`src/sv/rcts_pkg.sv`:
```
// Shared types and constants for the raycast column texture stepper.
// No dependencies; every other file imports this package.
package rcts_pkg;

    localparam int SCREEN_HEIGHT_DEF = 480;
    localparam int FRACTION_BITS_DEF = 16;

    localparam int COL_W      = 12;
    localparam int ROW_W      = 12;
    localparam int SIDE_W     = 2;
    localparam int DIST_W     = 24;
    localparam int DIR_W      = 16;
    localparam int DIR_FRAC   = 14;
    localparam int POS_W      = 24;
    localparam int COLOR_W    = 24;
    localparam int TEXW_W     = 11;
    localparam int HLOG2_W    = 4;
    localparam int TEXEL_W    = 10;
    localparam int FIX_W      = 32;
    localparam int LH_W       = 24;
    localparam int CFG_IDX_W  = 2;
    localparam int CFG_DATA_W = 24;

    localparam int TEX_WIDTH_MAX = 1024;
    localparam int TEX_WIDTH_RST = 64;
    localparam int TEX_HLOG2_MAX = 10;
    localparam int TEX_HLOG2_RST = 6;

    localparam int Q_DEPTH = 2;

    typedef enum logic {
        OP_LOAD = 1'b0,
        OP_ROW  = 1'b1
    } op_t;

    typedef enum logic [1:0] {
        KIND_CEILING = 2'd0,
        KIND_WALL    = 2'd1,
        KIND_FLOOR   = 2'd2
    } kind_t;

    typedef enum logic [CFG_IDX_W-1:0] {
        REG_CEILING   = 2'd0,
        REG_FLOOR     = 2'd1,
        REG_TEX_WIDTH = 2'd2,
        REG_TEX_HLOG2 = 2'd3
    } reg_idx_t;

    typedef enum logic [3:0] {
        FS_IDLE,
        FS_PROD,
        FS_FRAC,
        FS_TXMUL,
        FS_TXFIX,
        FS_LHWAIT,
        FS_LHFIX,
        FS_STEPWAIT,
        FS_POSMUL,
        FS_PUSH
    } front_state_t;

    // texture width and height log2 are held already saturated
    typedef struct packed {
        logic [COLOR_W-1:0] ceiling_color;
        logic [COLOR_W-1:0] floor_color;
        logic [TEXW_W-1:0]  tex_width;
        logic [HLOG2_W-1:0] tex_hlog2;
    } cfg_t;

    typedef struct packed {
        op_t               op;
        logic [COL_W-1:0]  column;
        logic [SIDE_W-1:0] side;
        logic [TEXEL_W-1:0] texel_x;
        logic [ROW_W-1:0]  first_row;
        logic [ROW_W-1:0]  end_row;
        logic [FIX_W-1:0]  step;
        logic [FIX_W-1:0]  tpos;
    } entry_t;

    typedef struct packed {
        logic               valid_res;
        logic [COL_W-1:0]   pixel_column;
        logic [ROW_W-1:0]   pixel_row;
        kind_t              pixel_kind;
        logic [COLOR_W-1:0] solid_color;
        logic [SIDE_W-1:0]  texture_select;
        logic [TEXEL_W-1:0] texel_x;
        logic [TEXEL_W-1:0] texel_y;
        logic               last_row;
    } pix_t;

endpackage

```
`src/sv/rcts_channels.sv`:
```
// Valid/ready channel interfaces: column/row requests in, pixels out.
// Depends on rcts_pkg.
interface rcts_cmd_if;
    import rcts_pkg::*;

    logic                     valid;
    logic                     ready;
    logic                     opcode;
    logic [COL_W-1:0]         column_x;
    logic [SIDE_W-1:0]        hit_side;
    logic [DIST_W-1:0]        wall_distance;
    logic signed [DIR_W-1:0]  ray_dx;
    logic signed [DIR_W-1:0]  ray_dy;
    logic [POS_W-1:0]         player_x;
    logic [POS_W-1:0]         player_y;

    modport source (
        output valid, opcode, column_x, hit_side, wall_distance,
               ray_dx, ray_dy, player_x, player_y,
        input  ready
    );
    modport sink (
        input  valid, opcode, column_x, hit_side, wall_distance,
               ray_dx, ray_dy, player_x, player_y,
        output ready
    );
endinterface

interface rcts_pix_if;
    import rcts_pkg::*;

    logic               valid;
    logic               ready;
    logic               valid_res;
    logic [COL_W-1:0]   pixel_column;
    logic [ROW_W-1:0]   pixel_row;
    logic [1:0]         pixel_kind;
    logic [COLOR_W-1:0] solid_color;
    logic [SIDE_W-1:0]  texture_select;
    logic [TEXEL_W-1:0] texel_x;
    logic [TEXEL_W-1:0] texel_y;
    logic               last_row;

    modport source (
        output valid, valid_res, pixel_column, pixel_row, pixel_kind,
               solid_color, texture_select, texel_x, texel_y, last_row,
        input  ready
    );
    modport sink (
        input  valid, valid_res, pixel_column, pixel_row, pixel_kind,
               solid_color, texture_select, texel_x, texel_y, last_row,
        output ready
    );
endinterface

```
`src/sv/rcts_divider.sv`:
```
// Restoring divider, one quotient bit per cycle, 24-bit divisor.
// Depends on rcts_pkg. Division by zero returns all ones.
module rcts_divider #(
    parameter int NUM_W = 27
) (
    input  logic                          clk,
    input  logic                          rst_n,
    input  logic                          start,
    input  logic [NUM_W-1:0]              numer,
    input  logic [rcts_pkg::DIST_W-1:0]   denom,
    output logic                          done,
    output logic [NUM_W-1:0]              quot
);
    import rcts_pkg::*;

    localparam int CNT_W = $clog2(NUM_W + 1);

    logic              busy_reg;
    logic              done_reg;
    logic [CNT_W-1:0]  cnt_reg;
    logic [NUM_W-1:0]  num_reg;
    logic [DIST_W-1:0] rem_reg;
    logic [DIST_W-1:0] den_reg;

    logic [DIST_W:0]   rem_shift;
    logic [DIST_W+1:0] diff;
    logic              qbit;

    assign rem_shift = {rem_reg, num_reg[NUM_W-1]};
    assign diff      = {1'b0, rem_shift} - {2'b00, den_reg};
    assign qbit      = ~diff[DIST_W+1];

    always_ff @(posedge clk or negedge rst_n)
    begin
        if (!rst_n)
        begin
            busy_reg <= 1'b0;
            done_reg <= 1'b0;
            cnt_reg  <= '0;
        end
        else if (start)
        begin
            busy_reg <= 1'b1;
            done_reg <= 1'b0;
            cnt_reg  <= CNT_W'(NUM_W);
        end
        else if (busy_reg)
        begin
            cnt_reg <= cnt_reg - CNT_W'(1);
            if (cnt_reg == CNT_W'(1))
            begin
                busy_reg <= 1'b0;
                done_reg <= 1'b1;
            end
        end
    end

    always_ff @(posedge clk)
    begin
        if (start)
        begin
            num_reg <= numer;
            den_reg <= denom;
            rem_reg <= '0;
        end
        else if (busy_reg)
        begin
            num_reg <= {num_reg[NUM_W-2:0], qbit};
            rem_reg <= qbit ? diff[DIST_W-1:0] : rem_shift[DIST_W-1:0];
        end
    end

    assign done = done_reg;
    assign quot = num_reg;

endmodule

```
`src/sv/rcts_front.sv`:
```
// Front end: takes requests, passes row ticks straight to the queue and
// works out a column descriptor for each load. Depends on rcts_pkg, rcts_divider.
module rcts_front #(
    parameter int SCREEN_HEIGHT = rcts_pkg::SCREEN_HEIGHT_DEF,
    parameter int FRACTION_BITS = rcts_pkg::FRACTION_BITS_DEF
) (
    input  logic              clk,
    input  logic              rst_n,
    rcts_cmd_if.sink          cmd,
    input  rcts_pkg::cfg_t    cfg,
    output logic              q_wr_valid,
    input  logic              q_wr_ready,
    output rcts_pkg::entry_t  q_wr_entry
);
    import rcts_pkg::*;

    localparam int SH_W    = $clog2(SCREEN_HEIGHT + 1);
    localparam int STEP_IW = TEX_HLOG2_MAX + 1;
    localparam int NUM_W   = ((SH_W > STEP_IW) ? SH_W : STEP_IW) + FRACTION_BITS;
    localparam int WC_W    = DIR_FRAC + FRACTION_BITS;
    localparam int PROD_W  = DIST_W + DIR_W;
    localparam int H_HALF  = SCREEN_HEIGHT / 2;
    localparam int TXP_W   = FRACTION_BITS + TEXW_W;
    localparam int HALF_W  = LH_W - 1;
    localparam int PMUL_W  = HALF_W + FIX_W;

    front_state_t state_reg, state_next;

    logic [COL_W-1:0]        col_reg;
    logic [SIDE_W-1:0]       side_reg;
    logic [DIST_W-1:0]       dist_reg;
    logic [POS_W-1:0]        wpos_reg;
    logic signed [DIR_W-1:0] dir_reg;
    logic                    mirror_reg;
    logic [PROD_W-1:0]       prod_reg;
    logic [FRACTION_BITS-1:0] frac_reg;
    logic [TXP_W-1:0]        txp_reg;
    logic [TEXEL_W-1:0]      texel_reg;
    logic [LH_W-1:0]         lh_reg;
    logic [ROW_W-1:0]        first_reg;
    logic [ROW_W-1:0]        end_reg;
    logic [HALF_W-1:0]       off_reg;
    logic [FIX_W-1:0]        step_reg;
    logic [FIX_W-1:0]        tpos_reg;

    logic                    in_ready;
    logic                    load_acc;
    logic                    div_start;
    logic [NUM_W-1:0]        div_num;
    logic [DIST_W-1:0]       div_den;
    logic                    div_done;
    logic [NUM_W-1:0]        div_quot;
    logic [63:0]             quot_ext;
    logic [NUM_W-1:0]        lh_num;
    logic [NUM_W-1:0]        step_num;

    logic signed [PROD_W:0]  prod_c;
    logic [WC_W-1:0]         wc_sum;
    logic [TEXW_W-1:0]       tx_raw;
    logic [TEXW_W-1:0]       tx_adj;
    logic [LH_W-1:0]         lh_sat;
    logic [FIX_W-1:0]        step_sat;
    logic [HALF_W-1:0]       lh_half;
    logic                    tall;
    logic [ROW_W-1:0]        first_c;
    logic [LH_W-1:0]         endv;
    logic [ROW_W-1:0]        end_c;
    logic [HALF_W-1:0]       off_c;
    logic [PMUL_W-1:0]       pmul;

    rcts_divider #(
        .NUM_W (NUM_W)
    ) u_div (
        .clk   (clk),
        .rst_n (rst_n),
        .start (div_start),
        .numer (div_num),
        .denom (div_den),
        .done  (div_done),
        .quot  (div_quot)
    );

    assign cmd.ready = in_ready;
    assign load_acc  = cmd.valid && in_ready && (op_t'(cmd.opcode) == OP_LOAD);

    assign lh_num   = NUM_W'(SCREEN_HEIGHT) << FRACTION_BITS;
    assign step_num = NUM_W'(1) << (FRACTION_BITS + int'(cfg.tex_hlog2));
    assign quot_ext = 64'(div_quot);
    assign lh_sat   = (|quot_ext[63:LH_W]) ? '1 : quot_ext[LH_W-1:0];
    assign step_sat = (|quot_ext[63:FIX_W]) ? '1 : quot_ext[FIX_W-1:0];

    // wall hit coordinate: only the fraction bits matter
    assign prod_c = $signed({1'b0, dist_reg}) * dir_reg;
    assign wc_sum = WC_W'({wpos_reg, {DIR_FRAC{1'b0}}}) + WC_W'(prod_reg);
    assign tx_raw = txp_reg[FRACTION_BITS +: TEXW_W];
    assign tx_adj = mirror_reg ? (cfg.tex_width - TEXW_W'(1) - tx_raw) : tx_raw;

    assign lh_half = lh_reg[LH_W-1:1];
    assign tall    = lh_half > HALF_W'(H_HALF);
    assign first_c = tall ? '0 : (ROW_W'(H_HALF) - ROW_W'(lh_half));
    assign endv    = LH_W'(lh_half) + LH_W'(H_HALF);
    assign end_c   = (endv > LH_W'(SCREEN_HEIGHT)) ? ROW_W'(SCREEN_HEIGHT - 2)
                                                   : ROW_W'(endv - LH_W'(1));
    assign off_c   = tall ? (lh_half - HALF_W'(H_HALF)) : '0;
    assign pmul    = PMUL_W'(off_reg) * PMUL_W'(step_reg);

    always_comb
    begin
        state_next = state_reg;
        case (state_reg)
            FS_IDLE:     if (load_acc) state_next = FS_PROD;
            FS_PROD:     state_next = FS_FRAC;
            FS_FRAC:     state_next = FS_TXMUL;
            FS_TXMUL:    state_next = FS_TXFIX;
            FS_TXFIX:    state_next = FS_LHWAIT;
            FS_LHWAIT:   if (div_done) state_next = FS_LHFIX;
            FS_LHFIX:    state_next = (lh_reg == '0) ? FS_POSMUL : FS_STEPWAIT;
            FS_STEPWAIT: if (div_done) state_next = FS_POSMUL;
            FS_POSMUL:   state_next = FS_PUSH;
            FS_PUSH:     if (q_wr_ready) state_next = FS_IDLE;
            default:     state_next = FS_IDLE;
        endcase
    end

    always_comb
    begin
        in_ready   = 1'b0;
        q_wr_valid = 1'b0;
        div_start  = 1'b0;
        div_num    = lh_num;
        div_den    = dist_reg;
        q_wr_entry.op        = OP_LOAD;
        q_wr_entry.column    = col_reg;
        q_wr_entry.side      = side_reg;
        q_wr_entry.texel_x   = texel_reg;
        q_wr_entry.first_row = first_reg;
        q_wr_entry.end_row   = end_reg;
        q_wr_entry.step      = step_reg;
        q_wr_entry.tpos      = tpos_reg;
        case (state_reg)
            FS_IDLE:
            begin
                // row ticks go straight through; descriptor fields unused
                in_ready      = q_wr_ready;
                q_wr_valid    = cmd.valid && (op_t'(cmd.opcode) == OP_ROW);
                q_wr_entry.op = OP_ROW;
            end
            FS_PROD:
            begin
                div_start = 1'b1;
            end
            FS_LHFIX:
            begin
                div_start = (lh_reg != '0);
                div_num   = step_num;
                div_den   = lh_reg;
            end
            FS_PUSH:
            begin
                q_wr_valid = 1'b1;
            end
            default:
            begin
                in_ready = 1'b0;
            end
        endcase
    end

    always_ff @(posedge clk or negedge rst_n)
    begin
        if (!rst_n)
            state_reg <= FS_IDLE;
        else
            state_reg <= state_next;
    end

    always_ff @(posedge clk)
    begin
        case (state_reg)
            FS_IDLE:
            begin
                if (load_acc)
                begin
                    col_reg  <= cmd.column_x;
                    side_reg <= cmd.hit_side;
                    dist_reg <= cmd.wall_distance;
                    if (!cmd.hit_side[1])
                    begin
                        wpos_reg   <= cmd.player_y;
                        dir_reg    <= cmd.ray_dy;
                        mirror_reg <= (cmd.ray_dx > 0);
                    end
                    else
                    begin
                        wpos_reg   <= cmd.player_x;
                        dir_reg    <= cmd.ray_dx;
                        mirror_reg <= (cmd.ray_dy < 0);
                    end
                end
            end
            FS_PROD:   prod_reg  <= prod_c[PROD_W-1:0];
            FS_FRAC:   frac_reg  <= wc_sum[WC_W-1:DIR_FRAC];
            FS_TXMUL:  txp_reg   <= TXP_W'(frac_reg) * TXP_W'(cfg.tex_width);
            FS_TXFIX:  texel_reg <= tx_adj[TEXEL_W-1:0];
            FS_LHWAIT: if (div_done) lh_reg <= lh_sat;
            FS_LHFIX:
            begin
                first_reg <= first_c;
                end_reg   <= end_c;
                off_reg   <= off_c;
                step_reg  <= '0;
            end
            FS_STEPWAIT: if (div_done) step_reg <= step_sat;
            FS_POSMUL:   tpos_reg <= pmul[FIX_W-1:0];
            default:
            begin
                tpos_reg <= tpos_reg;
            end
        endcase
    end

endmodule

```
`src/sv/rcts_queue.sv`:
```
// Small in-order queue of descriptors and row ticks between front and back.
// Depends on rcts_pkg.
module rcts_queue (
    input  logic              clk,
    input  logic              rst_n,
    input  logic              wr_valid,
    output logic              wr_ready,
    input  rcts_pkg::entry_t  wr_entry,
    output logic              rd_valid,
    input  logic              rd_ready,
    output rcts_pkg::entry_t  rd_entry
);
    import rcts_pkg::*;

    localparam int AW = (Q_DEPTH > 1) ? $clog2(Q_DEPTH) : 1;
    localparam int CW = $clog2(Q_DEPTH + 1);

    entry_t          mem_reg [Q_DEPTH];
    logic [AW-1:0]   wr_ptr_reg;
    logic [AW-1:0]   rd_ptr_reg;
    logic [CW-1:0]   count_reg;
    logic            push;
    logic            pop;

    assign wr_ready = (count_reg != CW'(Q_DEPTH));
    assign rd_valid = (count_reg != '0);
    assign push     = wr_valid && wr_ready;
    assign pop      = rd_valid && rd_ready;
    assign rd_entry = mem_reg[rd_ptr_reg];

    always_ff @(posedge clk or negedge rst_n)
    begin
        if (!rst_n)
        begin
            wr_ptr_reg <= '0;
            rd_ptr_reg <= '0;
            count_reg  <= '0;
        end
        else
        begin
            if (push)
                wr_ptr_reg <= (wr_ptr_reg == AW'(Q_DEPTH - 1)) ? '0 : wr_ptr_reg + AW'(1);
            if (pop)
                rd_ptr_reg <= (rd_ptr_reg == AW'(Q_DEPTH - 1)) ? '0 : rd_ptr_reg + AW'(1);
            if (push && !pop)
                count_reg <= count_reg + CW'(1);
            else if (pop && !push)
                count_reg <= count_reg - CW'(1);
        end
    end

    always_ff @(posedge clk)
    begin
        if (push)
            mem_reg[wr_ptr_reg] <= wr_entry;
    end

endmodule

```
`src/sv/rcts_back.sv`:
```
// Back end: holds the active column and turns each row tick into one pixel
// in a registered output stage. Depends on rcts_pkg.
module rcts_back #(
    parameter int SCREEN_HEIGHT = rcts_pkg::SCREEN_HEIGHT_DEF,
    parameter int FRACTION_BITS = rcts_pkg::FRACTION_BITS_DEF
) (
    input  logic              clk,
    input  logic              rst_n,
    input  rcts_pkg::cfg_t    cfg,
    input  logic              q_rd_valid,
    output logic              q_rd_ready,
    input  rcts_pkg::entry_t  q_rd_entry,
    rcts_pix_if.source        pix
);
    import rcts_pkg::*;

    logic               active_reg, active_next;
    logic [ROW_W-1:0]   row_reg, row_next;
    logic [FIX_W-1:0]   tpos_reg, tpos_next;
    logic [COL_W-1:0]   col_reg;
    logic [SIDE_W-1:0]  side_reg;
    logic [TEXEL_W-1:0] texel_reg;
    logic [ROW_W-1:0]   first_reg;
    logic [ROW_W-1:0]   end_reg;
    logic [FIX_W-1:0]   step_reg;
    logic               out_valid_reg;
    pix_t               out_reg;
    pix_t               pix_c;

    logic               pop;
    logic               is_last;
    logic [TEXEL_W:0]   hmask_w;
    logic [FIX_W-1:0]   tpos_shr;

    assign q_rd_ready = !out_valid_reg || pix.ready;
    assign pop        = q_rd_valid && q_rd_ready;

    assign hmask_w  = ((TEXEL_W + 1)'(1) << cfg.tex_hlog2) - (TEXEL_W + 1)'(1);
    assign tpos_shr = tpos_reg >> FRACTION_BITS;
    assign is_last  = {1'b0, row_reg} >= (ROW_W + 1)'(SCREEN_HEIGHT - 1);

    always_comb
    begin
        pix_c       = '0;
        active_next = active_reg;
        row_next    = row_reg;
        tpos_next   = tpos_reg;
        // a row tick with no active column gives an all-zero pixel
        if (active_reg)
        begin
            pix_c.valid_res      = 1'b1;
            pix_c.pixel_column   = col_reg;
            pix_c.pixel_row      = row_reg;
            pix_c.texture_select = side_reg;
            if (row_reg < first_reg)
            begin
                pix_c.pixel_kind  = KIND_CEILING;
                pix_c.solid_color = cfg.ceiling_color;
            end
            else if (row_reg < end_reg)
            begin
                pix_c.pixel_kind = KIND_WALL;
                pix_c.texel_x    = texel_reg;
                pix_c.texel_y    = tpos_shr[TEXEL_W-1:0] & hmask_w[TEXEL_W-1:0];
                tpos_next        = tpos_reg + step_reg;
            end
            else
            begin
                pix_c.pixel_kind  = KIND_FLOOR;
                pix_c.solid_color = cfg.floor_color;
            end
            pix_c.last_row = is_last;
            if (is_last)
                active_next = 1'b0;
            row_next = row_reg + ROW_W'(1);
        end
    end

    always_ff @(posedge clk or negedge rst_n)
    begin
        if (!rst_n)
        begin
            active_reg    <= 1'b0;
            out_valid_reg <= 1'b0;
        end
        else
        begin
            if (pop && q_rd_entry.op == OP_LOAD)
                active_reg <= 1'b1;
            else if (pop)
                active_reg <= active_next;

            if (pop && q_rd_entry.op == OP_ROW)
                out_valid_reg <= 1'b1;
            else if (pix.ready)
                out_valid_reg <= 1'b0;
        end
    end

    always_ff @(posedge clk)
    begin
        if (pop && q_rd_entry.op == OP_LOAD)
        begin
            col_reg   <= q_rd_entry.column;
            side_reg  <= q_rd_entry.side;
            texel_reg <= q_rd_entry.texel_x;
            first_reg <= q_rd_entry.first_row;
            end_reg   <= q_rd_entry.end_row;
            step_reg  <= q_rd_entry.step;
            tpos_reg  <= q_rd_entry.tpos;
            row_reg   <= '0;
        end
        else if (pop)
        begin
            row_reg  <= row_next;
            tpos_reg <= tpos_next;
            out_reg  <= pix_c;
        end
    end

    assign pix.valid          = out_valid_reg;
    assign pix.valid_res      = out_reg.valid_res;
    assign pix.pixel_column   = out_reg.pixel_column;
    assign pix.pixel_row      = out_reg.pixel_row;
    assign pix.pixel_kind     = out_reg.pixel_kind;
    assign pix.solid_color    = out_reg.solid_color;
    assign pix.texture_select = out_reg.texture_select;
    assign pix.texel_x        = out_reg.texel_x;
    assign pix.texel_y        = out_reg.texel_y;
    assign pix.last_row       = out_reg.last_row;

endmodule

```
`src/sv/raycast_column_texture_stepper.sv`:
```
// Raycast wall column stepper: a row request goes through the queue and its pixel
// leaves from an output register, one row per cycle sustained while pix is ready
// and no load is busy. A load runs the one-bit-per-cycle divider on N =
// max(clog2(SCREEN_HEIGHT+1), 11) + FRACTION_BITS numerator bits for the line
// height, then the texture step unless that is 0. A 2-entry queue decouples
// front/back. Reset: no column active, colors 0, texture width 64, height log2 6.
module raycast_column_texture_stepper #(
    parameter int SCREEN_HEIGHT = rcts_pkg::SCREEN_HEIGHT_DEF,
    parameter int FRACTION_BITS = rcts_pkg::FRACTION_BITS_DEF
) (
    input  logic                            clk,
    input  logic                            rst_n,
    input  logic                            cfg_write,
    input  logic [rcts_pkg::CFG_IDX_W-1:0]  cfg_index,
    input  logic [rcts_pkg::CFG_DATA_W-1:0] cfg_data,
    rcts_cmd_if.sink                        cmd,
    rcts_pix_if.source                      pix
);
    import rcts_pkg::*;

    cfg_t   cfg_reg;
    logic   q_wr_valid;
    logic   q_wr_ready;
    entry_t q_wr_entry;
    logic   q_rd_valid;
    logic   q_rd_ready;
    entry_t q_rd_entry;

    logic [TEXW_W-1:0]  width_in;
    logic [HLOG2_W-1:0] hlog2_in;

    assign width_in = cfg_data[TEXW_W-1:0];
    assign hlog2_in = cfg_data[HLOG2_W-1:0];

    always_ff @(posedge clk or negedge rst_n)
    begin
        if (!rst_n)
        begin
            cfg_reg.ceiling_color <= '0;
            cfg_reg.floor_color   <= '0;
            cfg_reg.tex_width     <= TEXW_W'(TEX_WIDTH_RST);
            cfg_reg.tex_hlog2     <= HLOG2_W'(TEX_HLOG2_RST);
        end
        else if (cfg_write)
        begin
            case (reg_idx_t'(cfg_index))
                REG_CEILING:   cfg_reg.ceiling_color <= cfg_data[COLOR_W-1:0];
                REG_FLOOR:     cfg_reg.floor_color   <= cfg_data[COLOR_W-1:0];
                REG_TEX_WIDTH:
                begin
                    if (width_in == '0)
                        cfg_reg.tex_width <= TEXW_W'(1);
                    else if (width_in > TEXW_W'(TEX_WIDTH_MAX))
                        cfg_reg.tex_width <= TEXW_W'(TEX_WIDTH_MAX);
                    else
                        cfg_reg.tex_width <= width_in;
                end
                REG_TEX_HLOG2:
                begin
                    if (hlog2_in > HLOG2_W'(TEX_HLOG2_MAX))
                        cfg_reg.tex_hlog2 <= HLOG2_W'(TEX_HLOG2_MAX);
                    else
                        cfg_reg.tex_hlog2 <= hlog2_in;
                end
                default:
                begin
                    cfg_reg <= cfg_reg;
                end
            endcase
        end
    end

    rcts_front #(
        .SCREEN_HEIGHT (SCREEN_HEIGHT),
        .FRACTION_BITS (FRACTION_BITS)
    ) u_front (
        .clk        (clk),
        .rst_n      (rst_n),
        .cmd        (cmd),
        .cfg        (cfg_reg),
        .q_wr_valid (q_wr_valid),
        .q_wr_ready (q_wr_ready),
        .q_wr_entry (q_wr_entry)
    );

    rcts_queue u_queue (
        .clk      (clk),
        .rst_n    (rst_n),
        .wr_valid (q_wr_valid),
        .wr_ready (q_wr_ready),
        .wr_entry (q_wr_entry),
        .rd_valid (q_rd_valid),
        .rd_ready (q_rd_ready),
        .rd_entry (q_rd_entry)
    );

    rcts_back #(
        .SCREEN_HEIGHT (SCREEN_HEIGHT),
        .FRACTION_BITS (FRACTION_BITS)
    ) u_back (
        .clk        (clk),
        .rst_n      (rst_n),
        .cfg        (cfg_reg),
        .q_rd_valid (q_rd_valid),
        .q_rd_ready (q_rd_ready),
        .q_rd_entry (q_rd_entry),
        .pix        (pix)
    );

    // a load request keeps the front busy for its setup
    a_load_busy: assert property (@(posedge clk) disable iff (!rst_n)
        (cmd.valid && cmd.ready && cmd.opcode == OP_LOAD) |=> !cmd.ready)
        else $error("front took a request right after a column load");

    // a descriptor leaving the queue never produces a pixel
    a_load_silent: assert property (@(posedge clk) disable iff (!rst_n)
        (q_rd_valid && q_rd_ready && q_rd_entry.op == OP_LOAD && pix.valid && pix.ready)
        |=> !pix.valid)
        else $error("column load produced a pixel");

    a_last_row: assert property (@(posedge clk) disable iff (!rst_n)
        (pix.valid && pix.last_row) |-> (pix.pixel_row == ROW_W'(SCREEN_HEIGHT - 1)))
        else $error("last row flag on the wrong row");

    a_solid_texel: assert property (@(posedge clk) disable iff (!rst_n)
        (pix.valid && pix.pixel_kind != KIND_WALL) |-> (pix.texel_x == '0 && pix.texel_y == '0))
        else $error("texel coordinates on a ceiling or floor pixel");

endmodule

```
`src/flat_wrapper.sv`:
```
// flat-port wrapper written by rule: the top's interface ports become plain ports
module raycast_column_texture_stepper_flat import rcts_pkg::*;
#(
    parameter int SCREEN_HEIGHT = rcts_pkg::SCREEN_HEIGHT_DEF,
    parameter int FRACTION_BITS = rcts_pkg::FRACTION_BITS_DEF
)
  (clk, rst_n, cfg_write, cfg_index, cfg_data, cmd_valid, cmd_opcode, cmd_column_x, cmd_hit_side, cmd_wall_distance, cmd_ray_dx, cmd_ray_dy, cmd_player_x, cmd_player_y, cmd_ready, pix_valid, pix_valid_res, pix_pixel_column, pix_pixel_row, pix_pixel_kind, pix_solid_color, pix_texture_select, pix_texel_x, pix_texel_y, pix_last_row, pix_ready);
  rcts_cmd_if cmd_i ();
  rcts_pix_if pix_i ();
  input  logic clk;
  input  logic rst_n;
  input  logic cfg_write;
  input  logic [rcts_pkg::CFG_IDX_W-1:0] cfg_index;
  input  logic [rcts_pkg::CFG_DATA_W-1:0] cfg_data;
  input wire logic [$bits(cmd_i.valid)-1:0] cmd_valid;
  input wire logic [$bits(cmd_i.opcode)-1:0] cmd_opcode;
  input wire logic [$bits(cmd_i.column_x)-1:0] cmd_column_x;
  input wire logic [$bits(cmd_i.hit_side)-1:0] cmd_hit_side;
  input wire logic [$bits(cmd_i.wall_distance)-1:0] cmd_wall_distance;
  input wire logic [$bits(cmd_i.ray_dx)-1:0] cmd_ray_dx;
  input wire logic [$bits(cmd_i.ray_dy)-1:0] cmd_ray_dy;
  input wire logic [$bits(cmd_i.player_x)-1:0] cmd_player_x;
  input wire logic [$bits(cmd_i.player_y)-1:0] cmd_player_y;
  output wire logic [$bits(cmd_i.ready)-1:0] cmd_ready;
  output wire logic [$bits(pix_i.valid)-1:0] pix_valid;
  output wire logic [$bits(pix_i.valid_res)-1:0] pix_valid_res;
  output wire logic [$bits(pix_i.pixel_column)-1:0] pix_pixel_column;
  output wire logic [$bits(pix_i.pixel_row)-1:0] pix_pixel_row;
  output wire logic [$bits(pix_i.pixel_kind)-1:0] pix_pixel_kind;
  output wire logic [$bits(pix_i.solid_color)-1:0] pix_solid_color;
  output wire logic [$bits(pix_i.texture_select)-1:0] pix_texture_select;
  output wire logic [$bits(pix_i.texel_x)-1:0] pix_texel_x;
  output wire logic [$bits(pix_i.texel_y)-1:0] pix_texel_y;
  output wire logic [$bits(pix_i.last_row)-1:0] pix_last_row;
  input wire logic [$bits(pix_i.ready)-1:0] pix_ready;
  assign cmd_i.valid = cmd_valid;
  assign cmd_i.opcode = cmd_opcode;
  assign cmd_i.column_x = cmd_column_x;
  assign cmd_i.hit_side = cmd_hit_side;
  assign cmd_i.wall_distance = cmd_wall_distance;
  assign cmd_i.ray_dx = cmd_ray_dx;
  assign cmd_i.ray_dy = cmd_ray_dy;
  assign cmd_i.player_x = cmd_player_x;
  assign cmd_i.player_y = cmd_player_y;
  assign cmd_ready = cmd_i.ready;
  assign pix_valid = pix_i.valid;
  assign pix_valid_res = pix_i.valid_res;
  assign pix_pixel_column = pix_i.pixel_column;
  assign pix_pixel_row = pix_i.pixel_row;
  assign pix_pixel_kind = pix_i.pixel_kind;
  assign pix_solid_color = pix_i.solid_color;
  assign pix_texture_select = pix_i.texture_select;
  assign pix_texel_x = pix_i.texel_x;
  assign pix_texel_y = pix_i.texel_y;
  assign pix_last_row = pix_i.last_row;
  assign pix_i.ready = pix_ready;
  raycast_column_texture_stepper #(.SCREEN_HEIGHT(SCREEN_HEIGHT), .FRACTION_BITS(FRACTION_BITS)) u_core (.clk(clk), .rst_n(rst_n), .cfg_write(cfg_write), .cfg_index(cfg_index), .cfg_data(cfg_data), .cmd(cmd_i), .pix(pix_i));
endmodule
```
`config.mk`:
```
export PLATFORM = sky130hd
export DESIGN_NAME = raycast_column_texture_stepper_flat
export DESIGN_NICKNAME = d
export VERILOG_FILES = /design/src/sv/rcts_pkg.sv /design/src/sv/rcts_channels.sv /design/src/sv/rcts_divider.sv /design/src/sv/rcts_front.sv /design/src/sv/rcts_queue.sv /design/src/sv/rcts_back.sv /design/src/sv/raycast_column_texture_stepper.sv /design/src/flat_wrapper.sv
export SDC_FILE = /design/constraint.sdc
export NUM_CORES = 2
export LEC_CHECK = 0
export ABC_CLOCK_PERIOD_IN_PS = 10940
export BUFFER_PORTS_ARGS = -buffer_cell sky130_fd_sc_hd__buf_4
export CELL_PAD_IN_SITES_DETAIL_PLACEMENT = 1
export CELL_PAD_IN_SITES_GLOBAL_PLACEMENT = 1
export CORE_ASPECT_RATIO = 1.2
export CORE_UTILIZATION = 47
export DETAILED_ROUTE_END_ITERATION = 6
export HOLD_SLACK_MARGIN = 0.12
export PLACE_DENSITY_LB_ADDON = 0.1
export SYNTH_ARGS = -nofsm -noshare
export SYNTH_HDL_FRONTEND = slang
export SYNTH_SLANG_ARGS = --single-unit
```
`constraint.sdc`:
```
create_clock -name clk -period 10.94 [get_ports clk]
set_clock_uncertainty 0.15 [all_clocks]
set_input_delay 1.094 -clock clk [delete_from_list [all_inputs] [get_ports clk]]
set_output_delay 1.094 -clock clk [all_outputs]
set_load 0.01 [all_outputs]
```
==> flow_metrics.py <==
metrics = {
    "sta": {
        "maxSlewHeadroom": 0.188,
        "rsz0062_at_grt": "false",
        "slew_viol_final": 0,
        "worst_pin_slew_ns": 1.22,
        "max_freq_mhz": 134,
        "hold_viol": 0,
        "fin_setup_tns_ns": 0,
        "final.period_utilization": 0.681,
        "min_period_ns": 7.45,
        "finalSetupViolations": 0,
    },
    "synth": {
        "ys_warn_count": 0,
        "ys.flop_type": "edfxtp_1",
        "synthMuxAreaShare": 0.0367,
        "synth_xor_area_frac": 0.0315,
        "yosys.area_share.simple": 0.130,
        "synth_compound_area_frac": 0.0534,
        "synth-edff-count": 673,
        "ys_seq_elements": 789,
        "syn-cell-area_um2": 58900,
        "synth_top_family_by_area": "adder cells",
        "async_flop_share": 0.101,
        "synthDistinctLibCells": 85,
        "syn_inst": 5315,
        "syn_area_per_cell_um2": 11.1,
        "ys_seq_area_frac": 0.389,
        "synthAdderAreaFrac": 0.291,
    },
    "clock_network": {
        "cts_hold_buf": 1,
        "postCtsSetupBuffers": 0,
        "cts.htree.levels": 3,
        "clk_path_buf_depth": 3,
        "cts_tree": "built",
        "cts_root_buffer": "clkbuf_16",
        "cts_buffers": 83,
        "path_clk_slew_ns": 0.06,
        "clk-insertion-delay-late_ns": 0.72,
        "cts_resized": 0,
        "cts.sinks": 789,
    },
    "floorplanning": {
        "fp.dieH_um": 390,
        "core_area_um2": 124000,
        "ios": 226,
        "fp.dieW_um": 325,
        "initial_core_util": 0.476,
        "num_rows": 141,
        "die_area_um2": 127000,
    },
    "final_layout": {
        "largest_register_ffs": 202,
        "drive_above_1_share": 0.109,
        "final_net_count": 6587,
        "area_growth_pct": 10.3,
        "num_antenna_cells": 0,
    },
    "grt": {
        "overflow": 0,
        "grt_pass1_vias": 42400,
        "grt_max_degree": 73,
        "grt_usage": 0.242,
        "antenna_found_initial": 2,
        "grt_first_pass_wirelength_mm": 238,
    },
    "place": {
        "hpwl_mm": 109,
        "gp_congestion": 0.817,
        "port_buffers": 209,
    },
    "flow_run": {
        "drv_cap": 0,
    },
    "detailed_routing": {
        "vias": 38100,
        "drcViolationCount": 0,
        "drt.antenna.violating_nets": 0,
        "drtIter0Drc": 1908,
        "wl_per_cell_um": 20.9,
        "via_per_inst": 5.32,
        "wl_mm": 150,
        "firstDrtPassIters": 5,
    },
    "worst_setup_path": {
        "cp-end-kind": "register",
        "critPathLaunchType": "register",
        "crit_fanout": 23,
        "worstPathArrival_ns": 7.75,
        "critPathKind": "register to register",
        "required_ns": 11.24,
    },
    "outcome": {
        "status": "finished clean",
    },
    "hold_path": {
        "min_path_type": "register to register",
    },
}
==> layout make-up <==
class                      instances  area [um^2]
inverter                         847         3180
timing repair buffer             277         2080
multi-input combinational       3458        32000
tap                             1644         2060
clock inverter                    49          514
sequential                       789        22900
fill                           13200        58700
clock buffer                     105         2190
==> synth_stat cells (all sizes together) (20+ instances only) <==
| library cell | number | share of area |
|---|---|---|
| a21o | 47 | 0.0060 |
| a21oi | 147 | 0.012 |
| and2 | 430 | 0.046 |
| buf | 20 | 0.0017 |
| clkbuf | 205 | 0.013 |
| dfrtp | 77 | 0.033 |
| dfxtp | 36 | 0.012 |
| edfxtp | 673 | 0.34 |
| fa | 645 | 0.22 |
| ha | 336 | 0.071 |
| inv | 847 | 0.054 |
| mux2 | 160 | 0.031 |
| mux2i | 36 | 0.0061 |
| nand2 | 703 | 0.045 |
| nand2b | 56 | 0.0059 |
| nand3 | 34 | 0.0029 |
| nor2 | 156 | 0.0099 |
| nor2b | 23 | 0.0024 |
| nor3 | 45 | 0.0040 |
| nor4 | 23 | 0.0028 |
| o211ai | 33 | 0.0042 |
| o21a | 24 | 0.0031 |
| o21ai | 140 | 0.012 |
| xnor2 | 151 | 0.022 |
| xor2 | 61 | 0.0091 |
==> metrics by stage <==
stage / instance area (um^2) / setup WS, ns / instances / util / hold WS, ns
global placement: 62300 / 3.58 / 7014 / 0.503 / 0.272
floorplan: 58900 / 0.651 / 5319 / - / 0.271
CTS: 65000 / 3.45 / 7169 / 0.525 / 0.287
global route: 65000 / 3.12 / 7169 / 0.525 / 0.299
detailed placement: 62300 / 3.44 / 7014 / 0.503 / 0.281
finish: 65000 / 3.49 / 7169 / 0.525 / 0.280
==> kinds of logic (layout without fill, tap and decap cells) <==
family                   after synthesis  count (layout)
AO/OA/AOI/OAI                        501             501
XOR/XNOR                             212             212
adder cells (fa/ha/maj)              982             982
buffers and inverters               1072            1278
flip-flops                           789             789
multiplexers                         196             196
other                                  1               5
AND/OR/NAND/NOR                     1562            1562
==> per-layer routing <==
metal | share of wire | vias up | routed length (um) | GRT usage
met5 | 0 | - | 0 | 0
met4 | 0.022 | 0 | 3300 | 0.0624
met1 | 0.42 | 19900 | 63500 | 0.307
met3 | 0.031 | 186 | 4580 | 0.0234
li1 | - | 17400 | - | -
met2 | 0.52 | 585 | 78100 | 0.440
==> worst max-delay path, stage by stage, from the launching register on <==
cell	delay, ns
edfxtp_1	1.10
nand2_1	0.20
fa_1	0.57
fa_1	0.52
fa_1	0.52
inv_1	0.06
fa_1	0.49
fa_1	0.49
inv_1	0.05
fa_1	0.47
inv_1	0.05
ha_1	0.33
a21o_1	0.20
a21o_1	0.19
a21o_1	0.17
a21oi_1	0.14
o21ai_0	0.19
a211oi_4	0.34
o21ai_2	0.14
or4_1	0.43
a31oi_1	0.27
xnor2_1	0.10
==> worst paths after layout <==
check                                            from                             to  slack, ns  cells after the start
max                         u_core.u_front.dir_reg[1]    u_core.u_front.prod_reg[29]       3.49                     21
max in group asynchronous                       rst_n      u_core.u_queue.rd_ptr_reg       8.58                      3
min in group asynchronous                       rst_n              u_core.cfg_reg[5]       0.66                      2
max reg2reg                 u_core.u_front.dir_reg[1]    u_core.u_front.prod_reg[29]       3.49                     21
min                        u_core.u_front.end_reg[11]  u_core.u_queue.mem_reg[0][75]       0.28                      0
min reg2reg                u_core.u_front.end_reg[11]  u_core.u_queue.mem_reg[0][75]       0.28                      0
==> placed cells by master, fill, tap and decap left out, drive strengths merged, types with 36 or more instances in the layout <==
cell type  instances
a21o              47
a21oi            147
and2             430
buf              276
clkbuf           105
dfrtp             77
dfxtp             36
edfxtp           673
fa               645
ha               336
inv              852
mux2             160
mux2i             36
nand2            703
nand2b            56
nor2             156
nor3              45
o21ai            140
xnor2            151
xor2              61
Power is not shown: default switching activity piles up to over one toggle a cycle in this logic, so the estimate is an artifact.
